--- src/rtl/core/sirf_pkg.sv ---
// Shared types, constants and address mapping for the square picture rotate/flip block.
package sirf_pkg;

  localparam int MAX_SIDE   = 8;
  localparam int PIXEL_BITS = 8;

  localparam int IDX_W     = (MAX_SIDE > 1) ? $clog2(MAX_SIDE) : 1;
  localparam int ADDR_W    = 2 * IDX_W;
  localparam int CELLS     = 1 << ADDR_W;
  localparam int SIZE_W    = 4;
  localparam int PIX_IN_W  = 8;
  localparam int PIX_OUT_W = 8;
  localparam int KIND_W    = 2;
  localparam int OP_W      = 2;

  localparam logic [SIZE_W-1:0] SIZE_RESET = SIZE_W'(8);

  localparam logic [KIND_W-1:0] KIND_WRITE = 2'd0;
  localparam logic [KIND_W-1:0] KIND_XFORM = 2'd1;
  localparam logic [KIND_W-1:0] KIND_READ  = 2'd2;

  localparam logic [OP_W-1:0] OP_ROT_CW  = 2'd0;
  localparam logic [OP_W-1:0] OP_ROT_CCW = 2'd1;
  localparam logic [OP_W-1:0] OP_FLIP_V  = 2'd2;
  localparam logic [OP_W-1:0] OP_FLIP_H  = 2'd3;

  typedef logic [ADDR_W-1:0] addr_t;

  // controller -> datapath
  typedef struct packed {
    logic  xf_rd;   // read one source pixel of the sweep
    addr_t xf_dst;  // destination cell of that read
    logic  flip;    // swap active bank after the last copy
  } sirf_cmd_t;

  // datapath -> controller
  typedef struct packed {
    logic can_take; // pending read slot free at this edge
    logic rd_pend;  // a read result is still in the RAM output
  } sirf_stat_t;

  // Clamp the size register to 1..MAX_SIDE.
  function automatic logic [SIZE_W-1:0] active_side(input logic [SIZE_W-1:0] sz);
    logic [SIZE_W-1:0] n;
    begin
      n = sz;
      if (n == '0) n = SIZE_W'(1);
      if (n > SIZE_W'(MAX_SIDE)) n = SIZE_W'(MAX_SIDE);
      return n;
    end
  endfunction

  // Source cell that lands at dst; cells outside the active square copy over.
  function automatic addr_t src_addr(input logic [OP_W-1:0] op,
                                     input logic [SIZE_W-1:0] n,
                                     input addr_t dst);
    logic [IDX_W-1:0]  r;
    logic [IDX_W-1:0]  c;
    logic [SIZE_W-1:0] rn;
    logic [SIZE_W-1:0] cn;
    logic [IDX_W-1:0]  sr;
    logic [IDX_W-1:0]  sc;
    begin
      r  = dst[ADDR_W-1:IDX_W];
      c  = dst[IDX_W-1:0];
      rn = n - SIZE_W'(1) - SIZE_W'(r);
      cn = n - SIZE_W'(1) - SIZE_W'(c);
      sr = r;
      sc = c;
      unique case (op)
        OP_ROT_CW: begin
          sr = cn[IDX_W-1:0];
          sc = r;
        end
        OP_ROT_CCW: begin
          sr = c;
          sc = rn[IDX_W-1:0];
        end
        OP_FLIP_V: begin
          sr = rn[IDX_W-1:0];
        end
        OP_FLIP_H: begin
          sc = cn[IDX_W-1:0];
        end
        default: begin
          sr = r;
          sc = c;
        end
      endcase
      if ((SIZE_W'(r) < n) && (SIZE_W'(c) < n)) begin
        return {sr, sc};
      end
      return dst;
    end
  endfunction

endpackage

--- src/rtl/core/sirf_chan_if.sv ---
// Handshake channel interfaces: command items in, read results out.
interface sirf_in_if;
  logic                           valid;
  logic                           ready;
  logic [sirf_pkg::KIND_W-1:0]    kind;
  logic [sirf_pkg::IDX_W-1:0]     row;
  logic [sirf_pkg::IDX_W-1:0]     col;
  logic [sirf_pkg::PIX_IN_W-1:0]  pixel_in;
  logic [sirf_pkg::OP_W-1:0]      operation;

  modport source (output valid, kind, row, col, pixel_in, operation, input ready);
  modport sink   (input valid, kind, row, col, pixel_in, operation, output ready);
endinterface

interface sirf_out_if;
  logic                           valid;
  logic                           ready;
  logic [sirf_pkg::PIX_OUT_W-1:0] pixel_out;

  modport source (output valid, pixel_out, input ready);
  modport sink   (input valid, pixel_out, output ready);
endinterface

--- src/rtl/core/sirf_ram.sv ---
// Generic simple dual-port RAM, one write and one registered read port.
module sirf_ram #(
  parameter int WIDTH = 8,
  parameter int DEPTH = 64
) (
  input  logic                     clk,
  input  logic                     we,
  input  logic [$clog2(DEPTH)-1:0] waddr,
  input  logic [WIDTH-1:0]         wdata,
  input  logic                     re,
  input  logic [$clog2(DEPTH)-1:0] raddr,
  output logic [WIDTH-1:0]         rdata
);

  logic [WIDTH-1:0] mem [DEPTH];
  logic [WIDTH-1:0] rdata_r;

  always_ff @(posedge clk) begin
    if (we) begin
      mem[waddr] <= wdata;
    end
    if (re) begin
      rdata_r <= mem[raddr];
    end
  end

  assign rdata = rdata_r;

endmodule

--- src/rtl/core/sirf_ctrl.sv ---
// Controller: takes items while idle and sequences the whole-picture copy sweep.
module sirf_ctrl (
  input  logic                        clk,
  input  logic                        rst_n,
  input  logic                        in_valid,
  input  logic [sirf_pkg::KIND_W-1:0] in_kind,
  input  sirf_pkg::sirf_stat_t        stat,
  output logic                        in_ready,
  output sirf_pkg::sirf_cmd_t         cmd
);

  typedef enum logic [1:0] {
    ST_IDLE,
    ST_SWEEP,
    ST_DRAIN
  } state_t;

  state_t          state_r;
  sirf_pkg::addr_t cnt_r;
  logic            fire;

  assign in_ready = (state_r == ST_IDLE) && stat.can_take;
  assign fire     = in_valid && in_ready;

  always_comb begin
    cmd        = '0;
    cmd.xf_dst = cnt_r;
    cmd.xf_rd  = (state_r == ST_SWEEP) && !stat.rd_pend;
    cmd.flip   = (state_r == ST_DRAIN);
  end

  always_ff @(posedge clk) begin
    if (!rst_n) begin
      state_r <= ST_IDLE;
      cnt_r   <= '0;
    end else begin
      unique case (state_r)
        ST_IDLE: begin
          cnt_r <= '0;
          if (fire && (in_kind == sirf_pkg::KIND_XFORM)) begin
            state_r <= ST_SWEEP;
          end
        end
        ST_SWEEP: begin
          // wait out an earlier read still parked in the RAM output
          if (!stat.rd_pend) begin
            cnt_r <= cnt_r + sirf_pkg::ADDR_W'(1);
            if (cnt_r == sirf_pkg::ADDR_W'(sirf_pkg::CELLS - 1)) begin
              state_r <= ST_DRAIN;
            end
          end
        end
        ST_DRAIN: begin
          state_r <= ST_IDLE;
        end
        default: begin
          state_r <= ST_IDLE;
        end
      endcase
    end
  end

endmodule

--- src/rtl/core/sirf_dp.sv ---
// Datapath: size register, two picture banks, copy pipe, read result register.
module sirf_dp (
  input  logic                           clk,
  input  logic                           rst_n,
  input  logic                           cfg_we,
  input  logic [sirf_pkg::SIZE_W-1:0]    cfg_wdata,
  input  logic                           in_fire,
  input  logic [sirf_pkg::KIND_W-1:0]    in_kind,
  input  logic [sirf_pkg::IDX_W-1:0]     in_row,
  input  logic [sirf_pkg::IDX_W-1:0]     in_col,
  input  logic [sirf_pkg::PIX_IN_W-1:0]  in_pixel,
  input  logic [sirf_pkg::OP_W-1:0]      in_op,
  input  sirf_pkg::sirf_cmd_t            cmd,
  output sirf_pkg::sirf_stat_t           stat,
  output logic                           out_valid,
  input  logic                           out_ready,
  output logic [sirf_pkg::PIX_OUT_W-1:0] out_pixel
);

  localparam int PB = sirf_pkg::PIXEL_BITS;

  logic [sirf_pkg::SIZE_W-1:0]    size_r;
  logic [sirf_pkg::SIZE_W-1:0]    n_side;
  logic                           bank_r;
  logic [sirf_pkg::OP_W-1:0]      op_r;
  logic                           xf_wr_r;
  sirf_pkg::addr_t                xf_waddr_r;
  logic                           rd_pend_r;
  logic                           rd_in_square_r;
  logic                           out_valid_r;
  logic [sirf_pkg::PIX_OUT_W-1:0] out_pix_r;

  logic                           in_square;
  logic                           usr_we;
  logic                           usr_re;
  logic                           pend_move;
  sirf_pkg::addr_t                usr_addr;
  sirf_pkg::addr_t                raddr;
  logic                           re;
  logic                           we0;
  logic                           we1;
  sirf_pkg::addr_t                waddr;
  logic [PB-1:0]                  wdata;
  logic [PB-1:0]                  rdata0;
  logic [PB-1:0]                  rdata1;
  logic [PB-1:0]                  rdata;

  assign n_side    = sirf_pkg::active_side(size_r);
  assign in_square = (sirf_pkg::SIZE_W'(in_row) < n_side) &&
                     (sirf_pkg::SIZE_W'(in_col) < n_side);
  assign usr_addr  = {in_row, in_col};
  assign usr_we    = in_fire && (in_kind == sirf_pkg::KIND_WRITE) && in_square;
  assign usr_re    = in_fire && (in_kind == sirf_pkg::KIND_READ);

  // reads always come from the active bank
  assign re    = usr_re || cmd.xf_rd;
  assign raddr = cmd.xf_rd ? sirf_pkg::src_addr(op_r, n_side, cmd.xf_dst) : usr_addr;
  assign rdata = bank_r ? rdata1 : rdata0;

  // user writes hit the active bank, sweep copies fill the other one
  assign we0   = (usr_we && !bank_r) || (xf_wr_r && bank_r);
  assign we1   = (usr_we && bank_r) || (xf_wr_r && !bank_r);
  assign waddr = xf_wr_r ? xf_waddr_r : usr_addr;
  assign wdata = xf_wr_r ? rdata : PB'(in_pixel);

  sirf_ram #(.WIDTH(PB), .DEPTH(sirf_pkg::CELLS)) u_bank0 (
    .clk   (clk),
    .we    (we0),
    .waddr (waddr),
    .wdata (wdata),
    .re    (re),
    .raddr (raddr),
    .rdata (rdata0)
  );

  sirf_ram #(.WIDTH(PB), .DEPTH(sirf_pkg::CELLS)) u_bank1 (
    .clk   (clk),
    .we    (we1),
    .waddr (waddr),
    .wdata (wdata),
    .re    (re),
    .raddr (raddr),
    .rdata (rdata1)
  );

  // parked read result moves into the output register when it is free
  assign pend_move     = rd_pend_r && (!out_valid_r || out_ready);
  assign stat.can_take = !rd_pend_r || pend_move;
  assign stat.rd_pend  = rd_pend_r;

  always_ff @(posedge clk) begin
    if (!rst_n) begin
      size_r      <= sirf_pkg::SIZE_RESET;
      bank_r      <= 1'b0;
      xf_wr_r     <= 1'b0;
      rd_pend_r   <= 1'b0;
      out_valid_r <= 1'b0;
    end else begin
      if (cfg_we) begin
        size_r <= cfg_wdata;
      end
      if (cmd.flip) begin
        bank_r <= !bank_r;
      end
      xf_wr_r <= cmd.xf_rd;
      if (usr_re) begin
        rd_pend_r <= 1'b1;
      end else if (pend_move) begin
        rd_pend_r <= 1'b0;
      end
      if (pend_move) begin
        out_valid_r <= 1'b1;
      end else if (out_ready) begin
        out_valid_r <= 1'b0;
      end
    end
  end

  always_ff @(posedge clk) begin
    xf_waddr_r <= cmd.xf_dst;
    if (in_fire && (in_kind == sirf_pkg::KIND_XFORM)) begin
      op_r <= in_op;
    end
    if (usr_re) begin
      rd_in_square_r <= in_square;
    end
    if (pend_move) begin
      out_pix_r <= rd_in_square_r ? sirf_pkg::PIX_OUT_W'(rdata) : '0;
    end
  end

  assign out_valid = out_valid_r;
  assign out_pixel = out_pix_r;

endmodule

--- src/rtl/core/square_image_rotate_flip_top.sv ---
// Top level of the square picture store with in-place rotate and mirror.
//
//   channel  dir  handshake          payload
//   in_ch    in   valid/ready        kind, row, col, pixel_in, operation
//   out_ch   out  valid/ready        pixel_out (one per read item)
//   cfg_*    in   cfg_we, no stall   cfg_wdata -> picture_size
//
// Pixel writes and reads transfer one per cycle while no transform runs and out_ch
// keeps up; a read result passes the RAM read register, then the output register.
// A transform copies all 64 cells from the active bank to the spare bank
// through the single RAM read port, one cell per cycle unless a read is parked,
// then swaps banks; in_ch.ready stays low meanwhile. A read result parked in the RAM
// output holds off the transform's own transfer until it moves to out_ch's register.
// Reset clears control state and sets picture_size to 8; the picture banks are
// not cleared. A stalled out_ch holds one result in the output register and one
// in the RAM output register, after which in_ch.ready drops.
module square_image_rotate_flip_top (
  input  logic                        clk,
  input  logic                        rst_n,
  input  logic                        cfg_we,
  input  logic [sirf_pkg::SIZE_W-1:0] cfg_wdata,
  sirf_in_if.sink                     in_ch,
  sirf_out_if.source                  out_ch
);

  sirf_pkg::sirf_cmd_t  cmd;
  sirf_pkg::sirf_stat_t stat;
  logic                 in_ready;
  logic                 in_fire;

  assign in_ch.ready = in_ready;
  assign in_fire     = in_ch.valid && in_ready;

  // sequencer: item intake and transform sweep
  sirf_ctrl u_ctrl (
    .clk      (clk),
    .rst_n    (rst_n),
    .in_valid (in_ch.valid),
    .in_kind  (in_ch.kind),
    .stat     (stat),
    .in_ready (in_ready),
    .cmd      (cmd)
  );

  // storage, address mapping and result path
  sirf_dp u_dp (
    .clk       (clk),
    .rst_n     (rst_n),
    .cfg_we    (cfg_we),
    .cfg_wdata (cfg_wdata),
    .in_fire   (in_fire),
    .in_kind   (in_ch.kind),
    .in_row    (in_ch.row),
    .in_col    (in_ch.col),
    .in_pixel  (in_ch.pixel_in),
    .in_op     (in_ch.operation),
    .cmd       (cmd),
    .stat      (stat),
    .out_valid (out_ch.valid),
    .out_ready (out_ch.ready),
    .out_pixel (out_ch.pixel_out)
  );

endmodule

--- src/flat_wrapper.sv ---
// flat-port wrapper written by rule: the top's interface ports become plain ports
module square_image_rotate_flip_top_flat 
  (clk, rst_n, cfg_we, cfg_wdata, in_ch_valid, in_ch_kind, in_ch_row, in_ch_col, in_ch_pixel_in, in_ch_operation, in_ch_ready, out_ch_valid, out_ch_pixel_out, out_ch_ready);
  sirf_in_if in_ch_i ();
  sirf_out_if out_ch_i ();
  input  logic clk;
  input  logic rst_n;
  input  logic cfg_we;
  input  logic [sirf_pkg::SIZE_W-1:0] cfg_wdata;
  input wire logic [$bits(in_ch_i.valid)-1:0] in_ch_valid;
  input wire logic [$bits(in_ch_i.kind)-1:0] in_ch_kind;
  input wire logic [$bits(in_ch_i.row)-1:0] in_ch_row;
  input wire logic [$bits(in_ch_i.col)-1:0] in_ch_col;
  input wire logic [$bits(in_ch_i.pixel_in)-1:0] in_ch_pixel_in;
  input wire logic [$bits(in_ch_i.operation)-1:0] in_ch_operation;
  output wire logic [$bits(in_ch_i.ready)-1:0] in_ch_ready;
  output wire logic [$bits(out_ch_i.valid)-1:0] out_ch_valid;
  output wire logic [$bits(out_ch_i.pixel_out)-1:0] out_ch_pixel_out;
  input wire logic [$bits(out_ch_i.ready)-1:0] out_ch_ready;
  assign in_ch_i.valid = in_ch_valid;
  assign in_ch_i.kind = in_ch_kind;
  assign in_ch_i.row = in_ch_row;
  assign in_ch_i.col = in_ch_col;
  assign in_ch_i.pixel_in = in_ch_pixel_in;
  assign in_ch_i.operation = in_ch_operation;
  assign in_ch_ready = in_ch_i.ready;
  assign out_ch_valid = out_ch_i.valid;
  assign out_ch_pixel_out = out_ch_i.pixel_out;
  assign out_ch_i.ready = out_ch_ready;
  square_image_rotate_flip_top u_core (.clk(clk), .rst_n(rst_n), .cfg_we(cfg_we), .cfg_wdata(cfg_wdata), .in_ch(in_ch_i), .out_ch(out_ch_i));
endmodule
--- config.mk ---
export PLATFORM = sky130hd
export DESIGN_NAME = square_image_rotate_flip_top_flat
export DESIGN_NICKNAME = d
export VERILOG_FILES = /design/src/rtl/core/sirf_pkg.sv /design/src/rtl/core/sirf_chan_if.sv /design/src/rtl/core/sirf_ram.sv /design/src/rtl/core/sirf_ctrl.sv /design/src/rtl/core/sirf_dp.sv /design/src/rtl/core/square_image_rotate_flip_top.sv /design/src/flat_wrapper.sv
export SDC_FILE = /design/constraint.sdc
export NUM_CORES = 1
export LEC_CHECK = 0
export ABC_AREA = 1
export BUFFER_PORTS_ARGS = -buffer_cell sky130_fd_sc_hd__buf_2
export CAP_MARGIN = 20
export CORE_AREA = 2 2 290 292
export DETAILED_ROUTE_END_ITERATION = 7
export DIE_AREA = 0 0 292 294
export GPL_TIMING_DRIVEN = 1
export PLACE_DENSITY = 0.67
export SLEW_MARGIN = 10
export SYNTH_ARGS = -nofsm -noshare
export SYNTH_HDL_FRONTEND = slang
export SYNTH_HIERARCHICAL = 1
export SYNTH_SLANG_ARGS = --single-unit
--- constraint.sdc ---
create_clock -name clk -period 8.6 [get_ports clk]
set_input_delay 0.86 -clock clk [delete_from_list [all_inputs] [get_ports clk]]
set_output_delay 0.86 -clock clk [all_outputs]
set_load 0.02 [all_outputs]
# ---- Word level (Yosys, flattened, before mapping)
# Memories as Yosys holds them, arrays and structs flattened. A register that Yosys moved wholly into a read port is not among the register bits.
# Index checks and enable logic that the tools add are counted.
dict set report classes {
  n_addsub 4
  n_lt_le_gt_ge 5
  eq_ne 11
  n_mux 25
  reduce_logical 31
}
# op n
set op_table {}
lappend op_table {{$mux W6} 5}
lappend op_table {{$pmux W3 S3} 2}
lappend op_table {{$lt A3 B4 Y1} 4}
lappend op_table {{$mux W8} 2}
lappend op_table {{$logic_and A1 B1 Y1} 14}
lappend op_table {{$pmux W6 S2} 1}
lappend op_table {{$mux W1} 9}
lappend op_table {{$eq A2 B2 Y1 const B} 4}
lappend op_table {{$mux W4} 2}
lappend op_table {{$add A6 B1 Y6 const B} 1}
lappend op_table {{$eq A2 B1 Y1 const B} 3}
lappend op_table {{$eq A6 B6 Y1 const B} 1}
lappend op_table {{$logic_not A2 Y1} 3}
lappend op_table {{$mux W2} 3}
lappend op_table {{$reduce_bool A2 Y1} 3}
lappend op_table {{$sub A3 B3 Y3} 2}
lappend op_table {{$logic_or A1 B1 Y1} 5}
lappend op_table {{$gt A4 B4 Y1 const B} 1}
lappend op_table {{$logic_not A4 Y1} 1}
lappend op_table {{$ne A2 B1 Y1 const B} 2}
lappend op_table {{$pmux W2 S2} 1}
lappend op_table {{$logic_not A1 Y1} 3}
lappend op_table {{$reduce_and A3 Y1} 1}
lappend op_table {{$sub A3 B1 Y3 const B} 1}
lappend op_table {{2 further kinds} 2}
dict set report word_totals {
  ff_bits 33
  mem_bits_rw 1024
  output_inout_bits 10
  mem_count 2
}
# memory words width rd rd_clocked_by_memory_dff wr line
set mem_list {}
lappend mem_list {u_core.u_dp.u_bank0.mem 64 8 1 1 1 sirf_ram.sv:15} ;# logic [WIDTH-1:0] mem [DEPTH];
lappend mem_list {u_core.u_dp.u_bank1.mem 64 8 1 1 1 sirf_ram.sv:15}

# ---- Longest topological paths before layout
dict set report logic_depth {
  word_depth 12
  mapped_depth 25
}

# ---- Modules after synthesis
# The synthesis kept the hierarchy.
# module instances cells_per_inst area_each_um2
set modules_own_cells {}
lappend modules_own_cells {sirf_ram 2 1805 21419.3}
lappend modules_own_cells {sirf_dp 1 257 1823.0}
lappend modules_own_cells {sirf_ctrl 1 62 410.4}
lappend modules_own_cells {square_image_rotate_flip_top 1 2 7.5}

# ---- Least setup slack after synthesis
# No wires, ideal clock.
dict set report synth_path {
  path_kind {register to register}
  from {reg u_core.u_dp.bank_r}
  to {mem u_core.u_dp.u_bank0.mem[0][0], data pin}
  arrival_time_ns 5.718
  setup_slack_ns 1.686
  stages_incl_launch_ff 4
  path_cell_list {dfxtp_1 > buf_2 > mux2i_1 > o21ai_0}
}
dict set report synth_via {
  elab_chain_cells 2
}
# item line
set synth_lines {}
lappend synth_lines {{from (decl)} sirf_dp.sv:24} ;# logic bank_r;
lappend synth_lines {{from (signal assigned)} sirf_dp.sv:103} ;# bank_r <= !bank_r;
lappend synth_lines {{$mux W8} sirf_dp.sv:58} ;# assign rdata = bank_r ? rdata1 : rdata0;
lappend synth_lines {{$mux W8} sirf_dp.sv:64} ;# assign wdata = xf_wr_r ? rdata : PB'(in_pixel);
lappend synth_lines {{via u_core.u_dp.wdata[0]} sirf_dp.sv:43} ;# logic [PB-1:0] wdata;
lappend synth_lines {{to (decl)} sirf_ram.sv:15}
# The timed path passes the listed nets, and every way through them passes these cells.

# ---- Final worst setup path
dict set report layout_path {
  from {reg u_core/u_dp/size_r[3] (netlist name)}
  to {reg u_core.u_dp.u_bank1.rdata_r[0], in the netlist u_core/u_dp/u_bank1/rdata[0] (read register of u_core.u_dp.u_bank1.mem), data pin}
}
dict set report layout_via {
  elab_chain_cells 10
  word_cells_on_any_way 16
  cone_classes {add/sub (3); order compare (3); mux (8); reduce/logical (2)}
}
# item line
set layout_lines {}
lappend layout_lines {{from (decl)} sirf_dp.sv:22} ;# logic [sirf_pkg::SIZE_W-1:0] size_r;
lappend layout_lines {{from (signal assigned)} sirf_dp.sv:93} ;# size_r <= sirf_pkg::SIZE_RESET;
lappend layout_lines {{from (signal assigned)} sirf_dp.sv:100} ;# size_r <= cfg_wdata;
lappend layout_lines {{$logic_not A4 Y1} sirf_pkg.sv:47} ;# if (n == '0) n = SIZE_W'(1);
lappend layout_lines {{$mux W4 *} sirf_pkg.sv:47}
lappend layout_lines {{$gt A4 B4 Y1} sirf_pkg.sv:48} ;# if (n > SIZE_W'(MAX_SIDE)) n = SIZE_W'(MAX_SIDE);
lappend layout_lines {{$mux W4 *} sirf_pkg.sv:48}
lappend layout_lines {{$sub A3 B1 Y3} {sirf_pkg.sv:66, sirf_pkg.sv:67}}
lappend layout_lines {{$sub A3 B3 Y3, on equally long branches} {sirf_pkg.sv:67, sirf_pkg.sv:66}}
lappend layout_lines {{$pmux W3 S3} sirf_pkg.sv:70} ;# unique case (op)
lappend layout_lines {{$mux W6} sirf_pkg.sv:90} ;# if ((SIZE_W'(r) < n) && (SIZE_W'(c) < n)) begin
lappend layout_lines {{$mux W6 *} sirf_pkg.sv:93} ;# return dst;
lappend layout_lines {{$mux W6 *} sirf_dp.sv:57} ;# assign raddr = cmd.xf_rd ? sirf_pkg::src_addr(op_r, n_side, cmd.xf_dst) : usr_addr;
lappend layout_lines {{via u_core.u_dp.raddr[1]} sirf_dp.sv:38} ;# sirf_pkg::addr_t raddr;
lappend layout_lines {{to (decl)} sirf_ram.sv:16} ;# logic [WIDTH-1:0] rdata_r;
# Mark *: on every way through the listed nets, which the timed path passes. The rest lies on a longest branch. The select of a mux whose other input is x is not followed.
# A chain may end at the register's enable or synchronous reset.

==> results.md <==
- Of the available clock period, the critical path in the final layout requires 0.634.
- The total number of nets in the final design is 3942.
- After synthesis, the largest family of logic cells by area is simple AND/OR/NAND/NOR gates.
- Counting flops and latches in the post-synthesis netlist gives 1073.
- The number of endpoints with negative hold slack in the final report was 0.
- The clock latency reported for the late side of the worst-skew pair is around 700 ps.
- Setup repair after global routing left no endpoint under its margin.
- The core footprint is roughly 83000 um^2.
- The number of max-slew violations in the final report is 0.
- The violation count after the first detailed-routing iteration is 3984.
- The count of hold-fix buffers inserted at cts is 0.
- The total track usage is 0.263.
- In this run, CTS created clock tree buffers numbering 106.
- The endpoint arrival time on the critical path is slightly below 6000 ps.
- Among all stages on the critical path, the largest delay is contributed by sky130_fd_sc_hd__buf_4.
- The number of clock sinks seen by CTS is 1073.
- The area of the mapped netlist is 45100 um^2.
- Measured on the finished design, the core utilization comes to 0.591.
- For this run, the detailed router's first-pass iteration total came to 6.
- The number of input and output port buffers inserted is 36.
- After detailed routing, the average wire length per cell comes to 22.5 um.
- The number of design rule violations left after detail routing is 0.
- In this run the worst hold path is classified as in2reg.
- The number of buffers and inverters on the critical path is 3.
- The sequential share of the synthesized area is 0.710.
- The average cell area after synthesis is 11.5 um^2.
- The synthesized netlist contains 36 unique library cells.
- The post-cts sizing count is 0.
- The die is 294 um tall.
- The area fraction in compound gates after synthesis is 0.00561.
- Of the total synthesized cell area, the portion taken by XOR and XNOR cells is 0.000971.
- The critical-path maximum fanout is 87.
- The cell type contributing the most total cell area after synthesis is sky130_fd_sc_hd__edfxtp_1.
- The worst setup path category is reg2reg.
- The routability congestion estimate from global placement is 0.924.
- For this design the static power due to leakage is 17.7 nW.
- The clock skew after layout is 22.0 ps.
- In the routed layout, each cell is associated on average with a via count of 5.88.
- The clock passes through at most 3 buffers.
- The multi-input combinational cells in the finished layout cover a total of 11300 um^2.
- Of the total synthesized cell area, the portion taken by full adders, half adders and majority gates is 0.00477.
- The worst slew margin relative to its limit is 0.231.
- The shortest clock period the worst path allows after layout is around 5500 ps.
- After clock tree synthesis, the clock-pin slew on the worst setup and hold paths is ~60 ps.
- The routed design has 114000 um of wire.
- The kind of cell with the highest combined delay on the critical path is buffers and inverters.
- The worst setup path is captured at a register.
- The maximum clock frequency is 0.183 GHz.
- Once detailed placement completed, the half-perimeter wirelength came to around 63000 um.
- Yosys printed 6 warnings.
- The reported max-cap violation count is 0.
- The fill cell instance count of the final layout is 6557.
- The data required time at the worst endpoint is 9010 ps.
- The mux contribution to synthesized area is 0.00178.
- The overall overflow remaining after global route is 0.
- The buffer count from post-CTS setup fixing is 0.
- The setup TNS is 0 ps.
- The layout cell share with drive strength beyond 1 is 0.0672.
- The critical path startpoint category is a register.
- The power per cell area is around 230 nW/um^2.
- The net count after synthesis is approximately 4000.
- The depth of the CTS H-tree is 3.
- The die area is about 86000 um^2.
- The initial antenna violation count came to 0.
- Sorting the synthesized cells by area gives the leading types as sky130_fd_sc_hd__edfxtp_1, sky130_fd_sc_hd__nand2_1, sky130_fd_sc_hd__nand3_1, sky130_fd_sc_hd__buf_6, sky130_fd_sc_hd__nor2_1.
- The tree is rooted in a sky130_fd_sc_hd__clkbuf_16.
- The effective utilization at floorplan is 0.544.
- The final antenna diode count is 0.
- The worst-case vdd ir drop is 0.161 mV.
- The number of global-route vias before repair is around 28000.
- Counting flops with a built-in enable in the synthesized netlist gives 1051.
- The number of routed nets with antenna violations is 0.
- The row count is 106.
- The biggest cell delay along the critical path is roughly 950 ps.
- The flow ran to the end, and the final reports show no timing, DRC or antenna violations.
- Entering global routing, the biggest net connects 211 pins.
- The main flop type after synthesis is sky130_fd_sc_hd__edfxtp_1.
- The count of boundary I/O pins is 37.
- The first-pass GRT wire length is approximately 170000 um.
- Walking the worst path, the cells encountered are inv_2, nand2_1, ha_1, fa_1, o22ai_1, a31oi_1, nand2_1, nand3_1, nand2_4, buf_4, buf_4, nand3_1, nand3_1, nand2_1, nand2_1, nand3_1, nand3_1, nand2_1.
- The slew at the pin closest to its max-slew limit is 1150 ps.
- Setup violations remaining at the end of the flow were counted as 0.
- The async set or reset register ratio after synthesis is 0.
- The sequential standard cell area is 32000 um^2.
- The share of Yosys cell area claimed by the top area cell type is 0.700.
- The die extent in x is 292 um.
- Synthesis produced a netlist whose cell count is roughly 3900.
- TritonCTS built the clock tree.
- The layout-stage area growth over the synthesis result is 8.58%.
- The total number of vias is 29800.
- Of the total synthesized cell area, the portion taken by AND, OR, NAND and NOR gates is 0.234.
==> routing by layer <==
layer  track usage  up-vias  wire, um
met5             0        -         0
met4        0.0817        0      2860
met3        0.0468      177     11900
met2         0.391     1513     51200
met1         0.395    14400     48200
li1              -    13700         -
==> where the power goes <==
| group | switching (mW) | internal, mW | total, mW |
|---|---|---|---|
| Clock | 1.95 | 2.52 | 4.47 |
| Sequential | 0.0130 | 5.80 | 5.81 |
| Combinational | 0.817 | 0.252 | 1.07 |
| Total | 2.78 | 8.57 | 11.3 |
==> registers in the layout (all words and copies together) (netlist names) <==
name,flops
u_core/u_ctrl/state_r,2
u_core/u_dp/xf_wr_r,1
u_core/u_dp/out_valid,1
u_core/u_dp/size_r,4
u_core/u_ctrl/cnt_r,6
u_core/u_dp/rd_in_square_r,1
u_core/u_dp/xf_waddr_r,6
u_core/u_dp/u_bank0/rdata,8
u_core/u_dp/out_pixel,8
u_core/u_dp/u_bank1/mem,512
u_core/u_dp/u_bank0/mem,512
u_core/u_dp/rd_pend_r,1
u_core/u_dp/u_bank1/rdata,8
u_core/u_dp/op_r,2
u_core/u_dp/bank_r,1
==> cells in the mapped netlist (all sizes together) (8+ instances only) <==
master / instances
clkbuf: 33
dfxtp: 22
nand3: 896
buf: 199
edfxtp: 1051
mux2i: 8
nor2: 146
nand4: 21
a21oi: 15
inv: 71
nand2: 1397
nor4: 16
ha: 14
o21ai: 21
==> metrics by stage <==
step / instances / hold WS (ps) / cell area (um^2) / setup slack [ps] / power [mW]
after CTS: 5063 / 342 / 48900 / 3230 / 11.4
after global placement: 4863 / 458 / 45500 / 3360 / 6.95
final: 5069 / 362 / 48900 / 3150 / 11.3
after floorplan: 3931 / 403 / 45100 / 1690 / 6.69
after global routing: 5069 / 355 / 48900 / 2830 / 11.7
after detailed placement: 4865 / 459 / 45500 / 3230 / 6.97
==> kinds of logic (layout without fill, tap and decap cells) <==
group / count (synthesis) / in the layout
AO/OA/AOI/OAI: 45 / 45
buffers and inverters: 304 / 362
adder cells (fa/ha/maj): 16 / 16
multiplexers: 8 / 8
AND/OR/NAND/NOR: 2480 / 2480
XOR/XNOR: 5 / 5
flip-flops: 1073 / 1073
==> placed cells by master (no fill, tap or decap), types with 4 or more instances in the layout <==
master,count
sky130_fd_sc_hd__a21oi_1,15
sky130_fd_sc_hd__buf_2,36
sky130_fd_sc_hd__buf_4,47
sky130_fd_sc_hd__bufinv_16,8
sky130_fd_sc_hd__clkbuf_1,31
sky130_fd_sc_hd__clkbuf_16,106
sky130_fd_sc_hd__clkinv_1,24
sky130_fd_sc_hd__clkinv_2,19
sky130_fd_sc_hd__clkinv_8,4
sky130_fd_sc_hd__dfxtp_1,22
sky130_fd_sc_hd__edfxtp_1,1051
sky130_fd_sc_hd__ha_1,14
sky130_fd_sc_hd__inv_1,62
sky130_fd_sc_hd__inv_2,5
sky130_fd_sc_hd__inv_6,4
sky130_fd_sc_hd__mux2i_1,8
sky130_fd_sc_hd__nand2_1,1391
sky130_fd_sc_hd__nand3_1,894
sky130_fd_sc_hd__nand4_1,21
sky130_fd_sc_hd__nor2_1,144
sky130_fd_sc_hd__nor4_1,14
sky130_fd_sc_hd__o21ai_0,8
sky130_fd_sc_hd__o21ai_1,4
sky130_fd_sc_hd__o21ai_4,8
sky130_fd_sc_hd__o22ai_1,4
==> path summary, 6_finish.rpt <==
kind | start | end | cells past startpoint | slack [ps]
worst max-delay path | u_core/u_dp/size_r[3] | u_core/u_dp/u_bank1/rdata[0] | 18 | 3150
worst max register to register | u_core/u_dp/size_r[3] | u_core/u_dp/u_bank1/rdata[0] | 18 | 3150
worst min-delay path | in_ch_operation[1] | u_core/u_dp/op_r[1] | 1 | 360
worst min register to register | u_core/u_dp/size_r[0] | u_core/u_dp/size_r[0] | 2 | 470
==> area by class of cell <==
| type | instances | share of cell area |
|---|---|---|
| Clock buffer | 137 | 0.0566 |
| Clock inverter | 61 | 0.0118 |
| Sequential cell | 1073 | 0.654 |
| Inverter | 72 | 0.00583 |
| Multi-Input combinational cell | 2554 | 0.230 |
| Tap cell | 1080 | 0.0276 |
| Timing Repair Buffer | 92 | 0.0140 |
Power figures use the tool's default switching activity.
